--- config.mk ---
export PLATFORM = sky130hd
export DESIGN_NAME = nrcc_back
export DESIGN_NICKNAME = d
export VERILOG_FILES = /design/src/rtl/core/nrcc_pkg.sv /design/src/rtl/core/nrcc_back.sv
export SDC_FILE = /design/constraint.sdc
export NUM_CORES = 1
export LEC_CHECK = 0
export BUFFER_PORTS_ARGS = -buffer_cell sky130_fd_sc_hd__clkbuf_2
export CAP_MARGIN = 10
export CORE_UTILIZATION = 58
export DETAILED_ROUTE_END_ITERATION = 6
export GPL_ROUTABILITY_DRIVEN = 0
export PLACE_DENSITY = 0.82
export SYNTH_ARGS = -nofsm -noshare
export SYNTH_HDL_FRONTEND = slang
export SYNTH_SLANG_ARGS = --single-unit
--- constraint.sdc ---
create_clock -name clk -period 5.5 [get_ports clk]
set_input_delay 1.1 -clock clk [delete_from_list [all_inputs] [get_ports clk]]
set_output_delay 1.1 -clock clk [all_outputs]
set_load 0.01 [all_outputs]
--- src/rtl/core/nrcc_pkg.sv ---
// ----------------------------------------------------------------------------
// nrcc_pkg
// Shared types, mode codes and the crc fold for the checksum checker.
// ----------------------------------------------------------------------------
package nrcc_pkg;

  // check_mode codes
  localparam logic [1:0] MODE_BYTE_SUM = 2'd0;
  localparam logic [1:0] MODE_WORD_SUM = 2'd1;
  localparam logic [1:0] MODE_NEG_SUM  = 2'd2;
  localparam logic [1:0] MODE_CRC      = 2'd3;

  localparam int          CRC_SHIFT_STEPS_DEF = 7;
  localparam int          CRC_STEPS_MAX       = 8;
  localparam logic [15:0] CRC_POLY            = 16'hA001;
  localparam logic [15:0] CRC_TOP_BIT         = 16'h8000;

  // decoupling queue between front and back
  localparam int QUEUE_DEPTH = 4;
  localparam int QUEUE_AW    = $clog2(QUEUE_DEPTH);

  localparam logic [1:0] WIDTH_ONE_BYTE  = 2'd1;
  localparam logic [1:0] WIDTH_TWO_BYTES = 2'd2;

  // one classified item
  typedef struct packed {
    logic [1:0]  mode;
    logic        is_crc;
    logic        last;
    logic [7:0]  data;
    logic [15:0] stored;
  } entry_t;

  // XOR the byte in, then take the shift steps
  function automatic logic [15:0] crc_fold(input logic [15:0] acc,
                                           input logic [7:0]  b,
                                           input int          steps);
    logic [15:0] v;
    logic        out_bit;
    v = acc ^ {8'h00, b};
    for (int k = 0; k < CRC_STEPS_MAX; k++) begin
      if (k < steps) begin
        out_bit = v[0];
        v = v >> 1;
        if (out_bit) begin
          v = (v | CRC_TOP_BIT) ^ CRC_POLY;
        end
      end
    end
    return v;
  endfunction

endpackage

--- src/rtl/core/nrcc_back.sv ---
// ----------------------------------------------------------------------------
// nrcc_back
// Folds each byte into the running value; registers the result on last.
// ----------------------------------------------------------------------------
module nrcc_back #(
  parameter int CRC_SHIFT_STEPS = nrcc_pkg::CRC_SHIFT_STEPS_DEF
) (
  input  logic             clk,
  input  logic             rst,
  input  logic             head_valid,
  input  nrcc_pkg::entry_t head,
  output logic             pop,
  output logic             out_valid,
  input  logic             out_ready,
  output logic [15:0]      out_value,
  output logic [1:0]       out_bytes,
  output logic             out_match
);

  logic [15:0] running_value;
  logic [15:0] running_value_next;
  logic [15:0] value_next;
  logic [1:0]  bytes_next;
  logic        match_next;
  logic        out_free;

  assign out_free = !out_valid || out_ready;
  // non-last bytes never need the output register
  assign pop      = head_valid && (!head.last || out_free);

  always_comb begin
    if (head.is_crc) begin
      running_value_next = nrcc_pkg::crc_fold(running_value, head.data, CRC_SHIFT_STEPS);
    end else begin
      running_value_next = running_value + {8'h00, head.data};
    end
    case (head.mode)
      nrcc_pkg::MODE_BYTE_SUM: begin
        value_next = {8'h00, running_value_next[7:0]};
        bytes_next = nrcc_pkg::WIDTH_ONE_BYTE;
        match_next = (head.stored[7:0] == running_value_next[7:0]);
      end
      nrcc_pkg::MODE_NEG_SUM: begin
        value_next = (~running_value_next) + 16'd1;
        bytes_next = nrcc_pkg::WIDTH_TWO_BYTES;
        match_next = (head.stored == value_next);
      end
      default: begin
        value_next = running_value_next;
        bytes_next = nrcc_pkg::WIDTH_TWO_BYTES;
        match_next = (head.stored == value_next);
      end
    endcase
  end

  always_ff @(posedge clk) begin
    if (rst) begin
      running_value <= '0;
      out_valid     <= 1'b0;
    end else begin
      if (pop) begin
        running_value <= head.last ? 16'd0 : running_value_next;
      end
      if (pop && head.last) begin
        out_valid <= 1'b1;
      end else if (out_ready) begin
        out_valid <= 1'b0;
      end
    end
  end

  always_ff @(posedge clk) begin
    if (pop && head.last) begin
      out_value <= value_next;
      out_bytes <= bytes_next;
      out_match <= match_next;
    end
  end

endmodule

# Word-level counts from Yosys, hierarchy flattened
# Cells that the tools add are included.
[classes]
n_mux = 20
reduce_logical = 8
bitwise_logic = 9
eq_ne = 4
addsub = 2
[ops]
columns = ["operator", "count"]
rows = [
  ["$mux 16", 15],
  ["$eq 16x16->1", 2],
  ["$pmux 16 s2", 1],
  ["$not 3->3", 7],
  ["$add 16x1->16 const B", 1],
  ["$add 16x8->16", 1],
  ["$not 16->16", 1],
  ["$xor 16x8->16", 1],
  ["$eq 8x8->1", 1],
  ["$eq 2x2->1 const B", 1],
  ["$logic_and 1x1->1", 2],
  ["$logic_not 1->1", 2],
  ["$logic_not 2->1", 1],
  ["$logic_or 1x1->1", 2],
  ["$mux 1", 2],
  ["$mux 2", 1],
  ["$pmux 1 s2", 1],
  ["$reduce_bool 2->1", 1],
]
[word_totals]
ff_bits = 36
in_bits = 32
out_inout_bits = 21
word_cells = 48

# Longest topological paths before layout
# Gate-level depths: netlist (run 1).
[logic_depth]
depth_word = 26
depth_mapped = 16
ltp_nobuf = 15

# Worst setup path before layout (run 1)
# Ideal clock, no wire load.
[synth_path]
path_type = "input to register"
start = "input port head[16] (netlist name)"
end = "register out_value[15], data pin"
required_time_ns = 5.244
cell_stages = 11
setup_time_ns = 0.256
n_path_buf = 0
setup_slack_ns = 0.642
t_arrival_ns = 4.602
cell_sequence = "ha_1 fa_1 a211oi_2 o21bai_1 a221oi_2 o221ai_1 or4_4 or4_1 nor3_2 mux2_1 a22o_1"
[synth_via]
elab_chain_cells = 19
word_cells_on_any_way = 24
cone_classes = "add/sub (2); mux (15); bitwise (7)"
[synth_lines]
columns = ["element", "line", "rtl"]
rows = [
  ["start: declaration", "nrcc_back.sv:11", "input nrcc_pkg::entry_t head,"],
  ["$xor 16x8->16", "nrcc_pkg.sv:40", "v = acc ^ {8'h00, b};"],
  ["$mux 16", "nrcc_pkg.sv:45", "if (out_bit) begin"],
  ["$mux 16", "nrcc_back.sv:32", "if (head.is_crc) begin"],
  ["$mux 16", "nrcc_pkg.sv:45", ""],
  ["$mux 16", "nrcc_back.sv:32", ""],
  ["$not 3->3 (no line) or $mux 16 (tied branches)", "--", ""],
  ["$mux 16 (on tied branches)", "nrcc_pkg.sv:45, nrcc_back.sv:32", ""],
  ["$mux 16, or another cell as far along", "nrcc_back.sv:32", ""],
  ["(+4 left out)", "--", ""],
  ["$mux 16 (on tied branches)", "nrcc_pkg.sv:45, nrcc_back.sv:32", ""],
  ["$mux 16 or $not 3->3 (tied branches)", "--", ""],
  ["$mux 16", "nrcc_pkg.sv:45", ""],
  ["$mux 16 (*)", "nrcc_back.sv:32", ""],
  ["$not 16->16", "nrcc_back.sv:44", "value_next = (~running_value_next) + 16'd1;"],
  ["$add 16x1->16", "nrcc_back.sv:44", ""],
  ["$pmux 16 s2 (*)", "nrcc_back.sv:37", "case (head.mode)"],
  ["named net value_next[15]", "nrcc_back.sv:22", "logic [15:0] value_next;"],
  ["end signal: assignment", "nrcc_back.sv:74", "out_value <= value_next;"],
  ["end: declaration", "nrcc_back.sv:15", "output logic [15:0] out_value,"],
]
# Mark *: on every way through the listed nets, which the timed path passes. The rest lies on a longest branch. The select of a mux whose other input is x is not followed.
# A chain may end at the register's enable or synchronous reset.

# Worst setup path in the final report (run 1)
[layout_path]
start = "input port head[16] (netlist name)"
end = "register out_match, data pin"
[layout_via]
elab_chain_cells = 20
word_cells_on_any_way = 27
cone_classes = "add/sub (2); eq/ne (3); mux (15); bitwise (7)"
[layout_lines]
columns = ["element", "line", "rtl"]
rows = [
  ["$xor 16x8->16", "nrcc_pkg.sv:40", ""],
  ["$mux 16", "nrcc_pkg.sv:45", ""],
  ["$mux 16", "nrcc_back.sv:32", ""],
  ["$mux 16", "nrcc_pkg.sv:45", ""],
  ["$mux 16", "nrcc_back.sv:32", ""],
  ["$not 3->3 (no line) or $mux 16 (tied branches)", "--", ""],
  ["$mux 16 (on tied branches)", "nrcc_pkg.sv:45, nrcc_back.sv:32", ""],
  ["$mux 16, or another cell as far along", "nrcc_back.sv:32", ""],
  ["(+5 left out)", "--", ""],
  ["$mux 16 or $not 3->3 (tied branches)", "--", ""],
  ["$mux 16", "nrcc_pkg.sv:45", ""],
  ["$mux 16 (*)", "nrcc_back.sv:32", ""],
  ["$not 16->16", "nrcc_back.sv:44", ""],
  ["$add 16x1->16", "nrcc_back.sv:44", ""],
  ["$eq 16x16->1", "nrcc_back.sv:46", "match_next = (head.stored == value_next);"],
  ["$pmux 1 s2 (*)", "nrcc_back.sv:37", ""],
  ["named net match_next", "nrcc_back.sv:24", "logic match_next;"],
  ["end signal: assignment", "nrcc_back.sv:76", "out_match <= match_next;"],
  ["end: declaration", "nrcc_back.sv:17", "output logic out_match"],
]
# Marks and branches as above.

==> flow_summary.toml, run 1 <==
[synthesis]
synth_area_leaders = "edfxtp_1 17%, dfxtp_1 10%, xnor2_1 6.9%, nor2_1 5.9%, ha_1 3.4%"
synth_top_area_share_pct = 17.3
synth-seq-area-share_pct = 27.7
ys_warn_count = 0
yosysTopAreaCell = "edfxtp_1"
syn_nets = 432
syn_area_per_cell_um2 = 8.44
ys.flop_type = "edfxtp_1"
async_reset_ff_share_pct = 0
yosys-top-cells-count = "52 x nor2_1, 26 x clkbuf_1, 26 x xnor2_1, 24 x nand2_1, 19 x edfxtp_1"
synthCells = 390
netlist_area_um2 = 3290
synth_edf_count = 19
ys_types = 74
synth.ff_latch_count = 36
yosysMostFrequentCell = "nor2_1"

[die]
die_w_um = 77.3
die_area_um2 = 5980
start_util_pct = 60.2
dieHeight_um = 77.3
rows = 27
pin_count = 53
fp.coreArea_um2 = 5470

[clock_tree]
clk_latency_ps = 300
ctsHoldBuffers = 0
cts_tree = "built"
ctsLongestPathBuffers = 2
postCtsSetupRepairBufs = 0
cts_root_buf = "clkbuf_8"
clk_pin_slew_ps = 80
cts_resized = 0
cts_buffers = 5
h-tree-depth = 2
cts.sink_count = 36

[cells_and_area]
final_util_pct = 68.2
final_layout_size_suffix_gt1_share_pct = 21.2
fin_cells = 505
nNetsFinal = 474
num-fill-cells = 462
stdcell_area_um2 = 3730
diodes = 0
area_growth_pct = 13.3

[grt]
grt_pass1_wl_um = 14200
grt_usage_pct = 29.7
grt_max_degree = 28
first_global_vias = 2992
grt_overflow = 0
antenna_found_initial = 0

[job]
cap_violations = 0

[timing]
fmax_ghz = 0.200
finalSetupViolations = 0
setup_ws_ps = 499
final-hold-violation-count = 0
fin_crit_ps = 5000
final.setup_skew_ps = 8.94
rsz0062_at_grt = "no"
slew_viol_final = 0
hold_ws_ps = 505
relSlewSlack_pct = 30.4
tightest_slew_ps = 1040
tns_ps = 0
finalCritPeriodShare_pct = 90.9

[route]
drtPass1Iterations = 5
drc = 0
vias = 3244
wl_per_cell_um = 17.3
viasPerCell = 6.42
routed_wl_um = 8740
ant_nets = 0
first_iter_violations = 327

[setup_path]
cp.required_ps = 5670
critPathMaxFanout = 7
worstSetupEndpointType = "register"
startpoint_type = "input pin"
critPathKind = "input pin to register"
arrival_ps = 5180

[pwr]
leakagePower_nw = 1.46
power.ir.vdd_worst_mv = 0.131
powerDensity_nw_per_um2 = 261
p_total_uw = 973

[run_status]
status = "complete, no violations"

[place]
placed_area_um2 = 3610
dp.cells = 497
pre_cts_ws_ps = 201
hpwl_um = 6320
io_buffers = 52

[hold_path]
hp-class = "register to register"
[state kept, by name (all words and copies together) (netlist names)]
name and count:
out_value 16, out_bytes 2, running_value 16, out_match 1, out_valid 1
[cells by family after synthesis]
| kind of cell | synth area share (%) |
|---|---|
| compound gates | 26.9 |
| buf+inv | 4.26 |
| simple gates | 22.7 |
| fa+ha+maj | 4.03 |
| mux | 2.62 |
| xor+xnor | 11.8 |
| flops | 27.7 |
[layout by cell type (no fill, tap or decap), types with 10 or more instances in the layout]
master / instances
xnor2_1: 26
a21oi_1: 13
nand2_1: 24
buf_4: 11
clkbuf_2: 52
xor2_1: 11
a22oi_1: 13
a22o_1: 10
nor2_1: 52
dfxtp_1: 17
edfxtp_1: 19
[layout make-up]
type / count / area, um2 / area share (%)
flip-flops and latches: 36 / 911 / 24.4
clock inverters: 2 / 33.8 / 0.905
multi-input cells: 318 / 2240 / 60.1
inverters: 8 / 30.0 / 0.805
repair buffers: 63 / 343 / 9.19
well taps: 72 / 90.1 / 2.41
clock buffers: 6 / 82.6 / 2.21
[worst max-delay path, cell delays in order]
cell and delay, ps:
clkbuf_2 80, ha_1 400, xor3_2 520, xnor3_2 450, xnor2_2 260, a21oi_1 180
inv_1 90, ha_1 230, o2111ai_1 120, o21bai_1 260, nor4_1 370, o21ai_1 140
or3b_2 470, a311oi_1 280, o2111ai_1 130, nand2_1 80
[report_power, final]
part           switching [mW]  internal [mW]  total (mW)
Combinational           0.234          0.172       0.406
Clock                   0.104          0.146       0.250
Sequential             0.0116          0.306       0.317
Total                   0.349          0.624       0.973
[per-layer routing]
layer	track usage [%]	wire, um	up-vias
met5	0	0	-
met4	14.5	315	0
met3	4.00	503	22
met2	48.1	4090	139
met1	39.1	3840	1536
li1	-	-	1547
[worst paths after layout]
kind | startpoint | endpoint | slack, ps | depth (start not counted)
max | head[16] | out_match | 500 | 16
min reg2reg | running_value[2] | running_value[2] | 510 | 2
max reg2reg | running_value[0] | out_match | 1040 | 15
min | running_value[2] | running_value[2] | 510 | 2
Power figures use the tool's default switching activity.
==> run 2, diff against run 1 <==
- GPL_TIMING_DRIVEN: unset -> 1
- REMOVE_ABC_BUFFERS: unset -> 1
==> run 2 against run 1 <==
Net effect: register-to-register slack improved by 40 ps; first-iteration DRC count fell by 22%; final area down 0.23%; clock skew fell by 1.9 ps; power decreased by 0.92%; clock-buffer cell count unchanged; final cell count is the same; clock power decreased by 5%; fmax up 0.45%; utilization decreased by 0.16 points; sequential share of layout area rose by 0.057 points; critical endpoint unchanged.
==> flow_summary.toml, run 2 (synthesized netlist as in run 1, its figures left out) <==
[cells_and_area]
final_cell_mix = "52 x nor2_1, 52 x clkbuf_2, 26 x xnor2_1"
final_layout_size_suffix_gt1_share_pct = 21.2
multi_input_comb_area_um2 = 2240
diodes = 0
num-fill-cells = 488
nNetsFinal = 474
area_growth_pct = 13.1
ff_latch_area_um2 = 911
largestRegisters = "out_value x16, running_value x16, out_bytes x2"

[grt]
grt_overflow = 0
antenna_found_initial = 0
grt_pass1_wl_um = 14400
grt_usage_pct = 30.4
grt_max_degree = 28
first_global_vias = 2982

[route]
drtPass1Iterations = 5
vias = 3263
wl_per_cell_um = 17.3
drc = 0
first_iter_violations = 254
ant_nets = 0
routed_wl_um = 8760
viasPerCell = 6.46

[pwr]
powerDensity_nw_per_um2 = 259
power.ir.vdd_worst_mv = 0.139
leakagePower_nw = 1.46

[clock_tree]
ctsLongestPathBuffers = 2
postCtsSetupRepairBufs = 0
cts.sink_count = 36
cts_tree = "built"
cts_root_buf = "clkbuf_8"
cts_buffers = 5
ctsHoldBuffers = 0
clk_latency_ps = 300
cts_resized = 0
h-tree-depth = 2
clk_pin_slew_ps = 80

[setup_path]
path_cells = "clkbuf_2 -> ha_1 -> xor3_2 -> xnor3_2 -> xnor2_2 -> a21oi_1 -> inv_1 -> ha_1 -> o2111ai_1 -> o21bai_1 -> nor4_1 -> o21ai_1 -> or3b_2 -> a311oi_1 -> o2111ai_1 -> nand2_1"
critPathKind = "input pin to register"
rrSetupSlack_ps = 1080
arrival_ps = 5150
cp.required_ps = 5670
slowest_delay_ps = 520
cp_num_buf_inv = 2
worstSetupEndpointType = "register"
critPathMaxFanout = 7
cpLargestDelayFamily = "XOR/XNOR gates"
startpoint_type = "input pin"
cp_slowest_cell = "xor3_2"

[timing]
fmax_ghz = 0.201
setup_ws_ps = 522
tightest_slew_ps = 1070
final.setup_skew_ps = 7.02
relSlewSlack_pct = 28.1
fin_crit_ps = 4980
rsz0062_at_grt = "no"
finalSetupViolations = 0
final-hold-violation-count = 0
slew_viol_final = 0
finalCritPeriodShare_pct = 90.5
tns_ps = 0

[die]
fp.coreArea_um2 = 5470
pin_count = 53
die_w_um = 77.3
start_util_pct = 60.2
die_area_um2 = 5980
rows = 27
dieHeight_um = 77.3

[run_status]
status = "complete, no violations"

[job]
cap_violations = 0

[place]
pre_cts_ws_ps = 230
hpwl_um = 6380
io_buffers = 52

[hold_path]
hp-class = "register to register"
-- run 2: power by group --
part	internal, mW	total [mW]	leakage [nW]	switching [mW]
Combinational	0.172	0.409	1.08	0.237
Clock	0.135	0.238	0.0552	0.103
Sequential	0.305	0.317	0.318	0.0116
Total	0.612	0.964	1.46	0.351
-- run 2: final cells by class --
class | instances | area share [%]
Tap cell | 72 | 2.42
Sequential cell | 36 | 24.5
Timing Repair Buffer | 63 | 9.21
Clock inverter | 2 | 0.941
Inverter | 8 | 0.807
Clock buffer | 6 | 1.95
Multi-Input combinational cell | 318 | 60.2
-- run 2: worst paths after layout --
path / from / end / cells after the start
setup / recovery: head[16] / out_match / 16
hold / removal: running_value[6] / running_value[6] / 2
setup reg to reg: running_value[0] / out_match / 15
hold reg to reg: running_value[6] / running_value[6] / 2
-- run 2: layer usage --
metal	vias to the layer above	GRT usage, %	share of wire, %
li1	1557	-	-
met1	1511	39.7	43
met2	167	49.6	47
met3	28	4.47	7.2
met4	0	14.0	3.3
met5	-	0	0
-- run 2: tightest hold or removal path: stages, from the launching register on --
cell	delay, ps
dfxtp_1	330
a22oi_1	80
nor2_1	70
-- run 2: metrics by stage --
| stage | power, mW | cell area [um2] | hold WS [ps] | util [%] | std cells |
|---|---|---|---|---|---|
| floorplan | 0.611 | 3180 | 461 | - | 362 |
| global route | 1.02 | 3720 | 566 | 68.0 | 505 |
| detailed placement | 0.722 | 3610 | 497 | 66.0 | 497 |
| global placement | 0.714 | 3610 | 486 | 66.0 | 497 |
| finish | 0.964 | 3720 | 517 | 68.0 | 505 |
| CTS | 0.961 | 3720 | 525 | 68.0 | 505 |
